**src/ngcv_pkg.sv**
```systemverilog
// Package: constants and types shared by the nearest grid cell search block.
`timescale 1ns / 1ps
`default_nettype none
package ngcv_pkg;
	localparam int GRID_SIDE  = 64;
	localparam int CODE_BITS  = 4;
	localparam int COORD_BITS = $clog2(GRID_SIDE);
	localparam int ADDR_BITS  = 2 * COORD_BITS;
	localparam int CELLS      = GRID_SIDE * GRID_SIDE;

	localparam logic ACT_WRITE = 1'b0;
	localparam logic ACT_FIND  = 1'b1;

	typedef logic [COORD_BITS-1:0] coord_t;
	typedef logic [CODE_BITS-1:0]  code_t;
	typedef logic [ADDR_BITS-1:0]  addr_t;

	typedef enum logic [3:0] {
		ST_IDLE   = 4'b0001,
		ST_SCAN   = 4'b0010,
		ST_DRAIN  = 4'b0100,
		ST_REPORT = 4'b1000
	} state_t;

	// One candidate cell read back from the store, plus search control.
	typedef struct packed {
		logic   clr;
		logic   vld;
		coord_t cx;
		coord_t cy;
		code_t  code;
		coord_t px;
		coord_t py;
		code_t  seek;
	} cand_t;
endpackage
`default_nettype wire

```
**src/ngcv_best.sv**
```systemverilog
// Chebyshev distance of each candidate and tracking of the nearest match.
`timescale 1ns / 1ps
`default_nettype none
module ngcv_best (
	input  wire logic          clk,
	input  wire logic          arst_n,
	input  wire ngcv_pkg::cand_t cand,
	output logic               hit,
	output ngcv_pkg::coord_t   best_x,
	output ngcv_pkg::coord_t   best_y
);
	import ngcv_pkg::*;

	logic   hit_q;
	coord_t best_d_q, best_x_q, best_y_q;
	coord_t dx, dy, d;
	logic   take;

	always_comb begin
		dx   = (cand.cx > cand.px) ? (cand.cx - cand.px) : (cand.px - cand.cx);
		dy   = (cand.cy > cand.py) ? (cand.cy - cand.py) : (cand.py - cand.cy);
		d    = (dx > dy) ? dx : dy;
		take = cand.vld && (cand.code == cand.seek) && (!hit_q || d < best_d_q);
	end

	always_ff @(posedge clk or negedge arst_n) begin
		if (!arst_n) begin
			hit_q <= 1'b0;
		end else if (cand.clr) begin
			hit_q <= 1'b0;
		end else if (take) begin
			hit_q <= 1'b1;
		end
	end

	always_ff @(posedge clk) begin
		if (take && !cand.clr) begin
			best_d_q <= d;
			best_x_q <= cand.cx;
			best_y_q <= cand.cy;
		end
	end

	assign hit    = hit_q;
	assign best_x = best_x_q;
	assign best_y = best_y_q;

	a_dist_shrinks: assert property (@(posedge clk) disable iff (!arst_n)
		$past(hit_q) && hit_q && !$past(cand.clr) |-> best_d_q <= $past(best_d_q))
		else $error("best distance grew");
	a_clr_drops: assert property (@(posedge clk) disable iff (!arst_n)
		cand.clr |=> !hit_q)
		else $error("hit survived clear");
	a_no_mix: assert property (@(posedge clk) disable iff (!arst_n)
		cand.clr |-> !cand.vld)
		else $error("candidate during clear");
endmodule
`default_nettype wire

```
**config.mk**
```make
export PLATFORM = sky130hd
export DESIGN_NAME = ngcv_best
export DESIGN_NICKNAME = d
export VERILOG_FILES = /design/src/ngcv_pkg.sv /design/src/ngcv_best.sv
export SDC_FILE = /design/constraint.sdc
export NUM_CORES = 1
export LEC_CHECK = 0
export BUFFER_PORTS_ARGS = -buffer_cell sky130_fd_sc_hd__buf_4
export CORE_ASPECT_RATIO = 1.5
export CORE_MARGIN = 10
export CORE_UTILIZATION = 42
export DETAILED_ROUTE_END_ITERATION = 16
export HOLD_SLACK_MARGIN = 0.12
export PLACE_DENSITY_LB_ADDON = 0.15
export SYNTH_ARGS = -nofsm -noshare
export SYNTH_HDL_FRONTEND = slang
export SYNTH_SLANG_ARGS = --single-unit
```
**constraint.sdc**
```tcl
create_clock -name clk -period 3.72 [get_ports clk]
set_clock_uncertainty 0.2 [all_clocks]
set_input_delay 0.186 -clock clk [delete_from_list [all_inputs] [get_ports clk]]
set_output_delay 0.186 -clock clk [all_outputs]
set_load 0.02 [all_outputs]
```
Word level (Yosys, flattened, before mapping)
Index checks and enable logic that the tools add are counted.
{"block": "word_totals", "ff_bits": 19, "latch_bits": 0, "mem_bits_rw": 0, "rom_bits": 0, "output_inout_bits": 13, "word_cells": 25, "mem_count": 0}
{"block": "classes", "add_sub_neg": 4, "mul": 0, "n_div": 0, "magnitude_cmp": 4, "n_eq_ne": 1, "shifts": 0, "muxes": 5, "bitwise_logic": 0, "n_reduce_logical": 7}
{"cell": "subtractor 6 bit", "count": 4}
{"cell": "> comparator 6 bit", "count": 3}
{"cell": "two-way mux 6 bit", "count": 3}
{"cell": "less-than comparator 6 bit", "count": 1}
{"cell": "equality test 4 bit", "count": 1}
{"cell": "logical AND 1 bit", "count": 3}
{"cell": "zero test 1 bit", "count": 2}
{"cell": "two-way mux 1 bit", "count": 2}
{"cell": "nonzero test 2 bit", "count": 1}
{"cell": "logical OR 1 bit", "count": 1}

Depth between registers and ports, before layout
Gate-level depths: netlist (run 1).
{"block": "depth", "depth_word": 9, "mapped_depth": 23}

Worst setup path after synthesis (run 1)
OpenSTA, ideal clock, no wires.
{"block": "synth_path", "path_type": "input port to flip-flop", "start": "input port cand[26] (netlist name)", "end": "register best_d_q[0], enable pin", "arrival_ns": 5.541, "required_ns": 3.102, "slack_ns": -2.439, "stages": 22, "path_buffers": 0, "cell_sequence": "inv_1 ha_1 inv_1 fa_1 a21o_1 a221oi_2 nor2_2 mux2_4 xor2_1 inv_1 ha_1 and4_1 a21oi_1 a32oi_2 mux2i_1 ha_1 a21o_1 a21o_1 a21o_1 a211oi_1 nand2_1 o21ai_0"}
{"block": "synth_via", "elab_chain_len": 8, "word_cells_on_any_way": 10, "cone_classes": "add/sub: 2; order compare: 3; mux: 2; reduce/logical: 3"}
{"element": "start: declaration", "line": "ngcv_best.sv:7", "source": "input wire ngcv_pkg::cand_t cand,"}
{"element": "subtractor 6 bit / > comparator 6 bit (equally long branches)", "line": "ngcv_best.sv:20", "source": "dx = (cand.cx > cand.px) ? (cand.cx - cand.px) : (cand.px - cand.cx);"}
{"element": "two-way mux 6 bit (*)", "line": "ngcv_best.sv:20"}
{"element": "> comparator 6 bit", "line": "ngcv_best.sv:22", "source": "d = (dx > dy) ? dx : dy;"}
{"element": "two-way mux 6 bit (*)", "line": "ngcv_best.sv:22"}
{"element": "net d[3]", "line": "ngcv_best.sv:16", "source": "coord_t dx, dy, d;"}
{"element": "less-than comparator 6 bit (*)", "line": "ngcv_best.sv:23", "source": "take = cand.vld && (cand.code == cand.seek) && (!hit_q || d < best_d_q);"}
{"element": "logical OR 1 bit (*)", "line": "ngcv_best.sv:23"}
{"element": "logical AND 1 bit (*)", "line": "ngcv_best.sv:23"}
{"element": "logical AND 1 bit (*)", "line": "ngcv_best.sv:37", "source": "if (take && !cand.clr) begin"}
{"element": "end signal: assignment", "line": "ngcv_best.sv:38", "source": "best_d_q <= d;"}
{"element": "end: declaration", "line": "ngcv_best.sv:15", "source": "coord_t best_d_q, best_x_q, best_y_q;"}
Mark *: on every way through the listed nets, which the timed path passes. The rest lies on a longest branch.
A chain may end at the register's enable or synchronous reset.

Worst setup path after layout (run 1)
{"block": "layout_path", "start": "input port cand[26] (netlist name)", "end": "register best_y_q[5], in the netlist best_y[5], enable pin"}
{"block": "layout_via", "elab_chain_len": 8, "word_cells_on_any_way": 10, "cone_classes": "add/sub: 2; order compare: 3; mux: 2; reduce/logical: 3"}
{"element": "subtractor 6 bit / > comparator 6 bit (equally long branches)", "line": "ngcv_best.sv:20"}
{"element": "two-way mux 6 bit (*)", "line": "ngcv_best.sv:20"}
{"element": "> comparator 6 bit", "line": "ngcv_best.sv:22"}
{"element": "two-way mux 6 bit (*)", "line": "ngcv_best.sv:22"}
{"element": "net d[2]", "line": "ngcv_best.sv:16"}
{"element": "less-than comparator 6 bit (*)", "line": "ngcv_best.sv:23"}
{"element": "logical OR 1 bit (*)", "line": "ngcv_best.sv:23"}
{"element": "logical AND 1 bit (*)", "line": "ngcv_best.sv:23"}
{"element": "logical AND 1 bit (*)", "line": "ngcv_best.sv:37"}
{"element": "end signal: assignment", "line": "ngcv_best.sv:40", "source": "best_y_q <= cand.cy;"}
{"element": "end: declaration", "line": "ngcv_best.sv:15"}
Marks and branches as above.

==> results.toml, run 1 <==
[die]
boundaryPins = 49
start_util_pct = 43.7
dieHeight_um = 104
coreArea_mm2 = 0.00454
die-width_um = 76.2
row_count = 30
dieArea_mm2 = 0.00794

[route]
drt-initial-drc-count = 94
vias_per_cell = 4.89
wl_per_cell_um = 13.8
wl_mm = 5.75
first_pass_iters = 4
postRouteAntennaNets = 0
vias = 2033
drc_errors = 0

[placement]
dp.cells = 381
post-place-ws_ns = -1.66
placed_area_mm2 = 0.00298
io_buffers = 48
finalWeightedCongestion = 0.856
hpwl_mm = 4.53

[final_layout]
final_cell_area_mm2 = 0.00350
final_common_cell = "buf_4"
final_cell_mix = "121 x buf_4, 47 x inv_1, 30 x ha_1"
n_antenna_cell = 0
area_growth_pct = 75.9
fin_nets = 426
drive_above_1_share_pct = 47.4
final_cells = 416

[run_status]
violations = "setup timing"
status = "finished with violations"

[clocking]
cts.sinks = 19
root_buffer = "clkbuf_8"
insertion_delay_ns = 0.26
cts_made_buffers = 3
cts_tree = "done"
htree_levels = 1
clockBufferDepth = 2
cts.clk_slew.worst_paths_ns = 0.07

[timing]
setup_ws_ns = -1.29
hold_slack_ns = 0.449
worstMarginPinSlew_ns = 0.388
fmax_mhz = 200
slew_headroom_pct = 73.8
hold_viol = 0
period_minus_slack_ns = 5.01
drv_slew = 0
setup_viol = 19
rsz0062_at_grt = "yes"
post-route-period-util_pct = 135

[power_and_ir_drop]
switching_power_uw = 449
clock_power_share_pct = 11.6
seqPwrFrac_pct = 19.8
power.share.switching_pct = 34.9
comb_power_share_pct = 68.6
vdd_ir_drop_max_v = 0.000227
p_leak_nw = 1.74
internal_power_uw = 837
totalPowerFinal_mw = 1.29
powerDensity_mw_per_mm2 = 368

[synth]
yosys_register_bits = 19
synthFlopType = "edfxtp_1"
synth_enable_flop_cells = 18
synth.distinct_cells = 35
ys_warn_count = 0
syn_nets = 277
avgSynthCellArea_um2 = 9.74
ys_seq_area_share_pct = 28.5
async_flop_share_pct = 5.26
synthesis.area_mm2 = 0.00199
synth_cells = 204

[setup_path]
rr_startpoint = "best_d_q[3]"
end_kind = "flip-flop"
start_kind = "input pin"
criticalPathCategory = "input pin to flip-flop"
cp_data_arrival_time_ns = 4.79
worstPathRequired_ns = 3.50
crit_start = "cand[26]"
critPathMaxFanout = 5

[grt]
grt_max_degree = 11
grt_usage_pct = 13.8
grt_pass1_vias = 2148
antenna_found_initial = 0
overflow = 0
grt_pass1_wl_mm = 9.30

[job]
maxCapViolations = 0

[worst_hold_path]
hp-start = "cand[31]"
holdCritPathClass = "input pin to flip-flop"
-- layout make-up --
type	count	area, µm²
clock buffer	4	45.0
fill	340	1050
inverter	49	196
multi-input combinational	136	1450
sequential	19	566
tap	64	80.1
timing repair buffer	144	1160
-- per-layer routing --
metal  track usage (%)  vias to the layer above  wire length [µm]  share of wire [%]
met3              2.60                       15               207                3.6
met5                 0                        -                 0                  0
li1                  -                     1018                 -                  -
met2              27.1                       40              3220                 56
met4              4.00                        0               169                2.9
met1              13.9                      960              2160                 38
-- through the flow --
stage                     utilization [%]  setup TNS (ns)
after floorplan                         -          -23.49
after global placement               65.7          -28.22
after detailed placement             65.7          -30.56
after CTS                            74.8          -21.87
after global routing                 77.0          -27.94
final                                77.0          -22.99
-- worst max-delay path, stage by stage --
cell and delay (ns):
buf_12 0.11, inv_12 0.04, ha_4 0.12, inv_2 0.03, fa_2 0.33, a21o_1 0.21, a221oi_4 0.38, o221ai_2 0.18
a22oi_2 0.19, xor2_1 0.22, inv_1 0.12, ha_4 0.28, and4_4 0.24, a21oi_4 0.07, a32oi_4 0.25, buf_6 0.17
mux2i_4 0.24, ha_1 0.27, and3_4 0.18, a41o_1 0.18, a211oi_2 0.23, nand2_1 0.12, o21ai_4 0.25, buf_6 0.17
-- state kept, by name (all words and copies together) (netlist names) --
register,cells
hit,1
best_x,6
best_d_q,6
best_y,6
-- Yosys cell counts, types with 3 or more instances --
library cell | count | share of area, %
nand4_1 | 3 | 0.94
edfxtp_1 | 18 | 27
and4_1 | 3 | 1.3
nand3_1 | 4 | 1.0
nor2b_1 | 3 | 0.94
a21oi_1 | 11 | 2.8
inv_1 | 49 | 9.3
a21o_1 | 8 | 3.0
ha_1 | 33 | 21
fa_1 | 4 | 4.0
nand2_1 | 8 | 1.5
xor2_1 | 5 | 2.2
xnor2_1 | 4 | 1.8
o21ai_0 | 8 | 2.0
mux2i_1 | 11 | 5.5
-- timing repair --
| action | CTS | global route |
|---|---|---|
| hold buffers | 16 | 0 |
| endpoints found under the hold margin | 14 | 0 |
| pin swaps | 22 | 13 |
| resized for setup | 23 | 13 |
| gates cloned | 2 | 0 |
| buffers inserted | 12 | 2 |
| endpoints found under the setup margin | 18 | 24 |
-- kinds of logic after synthesis --
logic type,count (synthesis),synth area share [%]
and+or+nand+nor,30,9.19
adders and majority gates,37,24.8
DFF,19,28.5
AOI/OAI and AO/OA,48,18.0
buffers and inverters,49,9.26
xor gates and xnor gates,9,3.97
muxes,12,6.30
-- path summary, 6_finish.rpt --
path	to	slack, ns	depth (start not counted)
min in group asynchronous	hit	0.56	3
max reg2reg	best_y[5]	1.34	9
max	best_y[5]	-1.29	24
min reg2reg	best_x[5]	0.66	3
min	best_x[5]	0.45	2
max in group asynchronous	hit	2.65	3
-- power groups by stage --
stage	registers, mW	clock network, mW	logic [mW]
2_1_floorplan	0.262	0	0.355
3_3_place_gp	0.259	0	0.617
3_5_place_dp	0.259	0	0.634
4_1_cts	0.254	0.149	0.789
5_1_grt	0.255	0.156	0.956
6_report	0.254	0.149	0.882
Note: power is estimated with default switching activity, not from simulation.
==> run 2, diff against run 1 <==
--- a/config.mk
+++ b/config.mk
@@ -11,7 +11,7 @@
 export CORE_UTILIZATION = 42
 export DETAILED_ROUTE_END_ITERATION = 16
 export HOLD_SLACK_MARGIN = 0.12
-export PLACE_DENSITY_LB_ADDON = 0.15
+export PLACE_DENSITY = 0.61
 export SYNTH_ARGS = -nofsm -noshare
 export SYNTH_HDL_FRONTEND = slang
 export SYNTH_SLANG_ARGS = --single-unit
==> results.toml, run 2 (synthesized netlist as in run 1, its figures left out) <==
[run_status]
status = "finished with violations"
violations = "setup timing"

[placement]
io_buffers = 48
dp.cells = 373
post-place-ws_ns = -1.59
finalWeightedCongestion = 0.890
hpwl_mm = 4.45

[final_layout]
final_cell_mix = "107 x buf_4, 45 x inv_1, 30 x ha_1"
n_fill_cell = 342
fin_nets = 412
final_common_cell = "buf_4"
final_cells = 402
n_antenna_cell = 0
area_growth_pct = 71.0
drive_above_1_share_pct = 45.6

[power_and_ir_drop]
vdd_ir_drop_max_v = 0.000179
powerDensity_mw_per_mm2 = 351
p_leak_nw = 1.68
totalPowerFinal_mw = 1.19

[clocking]
insertion_delay_ns = 0.26
cts.sinks = 19
cts_made_buffers = 3
clockBufferDepth = 2
cts_tree = "done"
root_buffer = "clkbuf_8"
htree_levels = 1
cts.clk_slew.worst_paths_ns = 0.08

[timing]
drv_slew = 0
setup_ws_ns = -1.33
fmax_mhz = 198
hold_viol = 0
period_minus_slack_ns = 5.05
slew_headroom_pct = 68.3
rsz0062_at_grt = "yes"
fin_setup_tns_ns = -23.59
post-route-period-util_pct = 136
setup_viol = 18
worstMarginPinSlew_ns = 0.470

[grt]
grt_pass1_vias = 2057
overflow = 0
antenna_found_initial = 0
grt_pass1_wl_mm = 9.05
grt_max_degree = 14
grt_usage_pct = 13.3

[setup_path]
worstPathRequired_ns = 3.51
crit_end = "best_x[2]"
end_kind = "flip-flop"
path_cells = "buf_12 -> inv_12 -> ha_4 -> inv_2 -> fa_2 -> a21o_1 -> a221oi_4 -> nor2_4 -> mux2_4 -> xor2_2 -> inv_1 -> ha_4 -> and4_4 -> a21oi_4 -> a32oi_4 -> mux2i_2 -> ha_1 -> a21o_1 -> a21o_1 -> a21o_1 -> a211oi_2 -> nand2_1 -> o21ai_4 -> clkbuf_16"
critPathMaxFanout = 6
cp_data_arrival_time_ns = 4.84
reg2reg_depth = 9
rrSetupSlack_ns = 1.29
slowest_delay_ns = 0.40
r2r-end = "best_x[2]"
crit_start = "cand[26]"
start_kind = "input pin"
criticalPathCategory = "input pin to flip-flop"
rr_startpoint = "best_d_q[3]"
slowest_stage = "a221oi_4"
crit_path_frequent_cell = "a21o_1"

[route]
wl_per_cell_um = 13.9
vias = 2004
vias_per_cell = 4.99
wl_mm = 5.58
first_pass_iters = 5
drc_errors = 0
drt-initial-drc-count = 59
postRouteAntennaNets = 0

[die]
dieHeight_um = 104
row_count = 30
boundaryPins = 49
coreArea_mm2 = 0.00454
start_util_pct = 43.7
dieArea_mm2 = 0.00794
die-width_um = 76.2

[worst_hold_path]
holdCritPathClass = "input pin to flip-flop"
hp-start = "cand[21]"

[job]
maxCapViolations = 0
run 2: cell count changes in the layout (fill, tap and decap cells not counted), moves of 2 or more:
cell   previous run  this run
inv_1            47        45
buf_4           121       107
buf_6             6         4
inv_2             1         3
run 2: cell type report:
cell class	instances	area, µm²	share of cell area, %
Multi-Input combinational cell	136	1440	42.3
Timing Repair Buffer	130	1070	31.6
Sequential cell	19	566	16.6
Inverter	49	196	5.78
Tap cell	64	80.1	2.36
Clock buffer	3	41.3	1.22
Clock inverter	1	5.00	0.147
run 2: worst min path at each step:
stage,end,cells after the start
final,best_d_q[1],4
after global routing,best_d_q[1],4
after CTS,best_d_q[1],4
after detailed placement,hit,1
after global placement,hit,1
after floorplan,hit,0
run 2: report_power, final:
| group | switching [mW] | internal [mW] | leakage [nW] | total [mW] |
|---|---|---|---|---|
| logic | 0.340 | 0.451 | 1.48 | 0.791 |
| registers | 0.00173 | 0.252 | 0.176 | 0.254 |
| clock network | 0.0736 | 0.0746 | 0.0255 | 0.148 |
run 2: what timing repair did:
action	CTS	global route
gates cloned	0	1
gates resized for setup	7	25
endpoints found under the setup margin	19	22
buffers inserted	1	7
hold buffers	16	0
pin swaps	5	25
hold endpoints to repair	14	0
run 2: critical path: cells and delay by family:
family	cells	cell delay [ns]
buf+inv	5	0.47
xor+xnor	1	0.18
compound gates	9	1.93
mux	2	0.60
fa+ha+maj	4	1.00
simple gates	3	0.46
run 2: through the flow:
stage	area (µm²)	utilization, %	hold WS (ns)
floorplan	2060	-	-0.310
global placement	2940	64.7	-0.238
detailed placement	2940	64.7	-0.238
CTS	3200	70.5	0.410
global route	3400	74.8	0.465
finish	3400	74.8	0.432
run 2: per-layer routing:
metal / global-route usage, % / vias to the layer above / wire length [µm]
li1: - / 992 / -
met1: 15.5 / 952 / 2230
met2: 24.5 / 54 / 3090
met3: 1.73 / 6 / 196
met4: 3.20 / 0 / 66
met5: 0 / - / 0
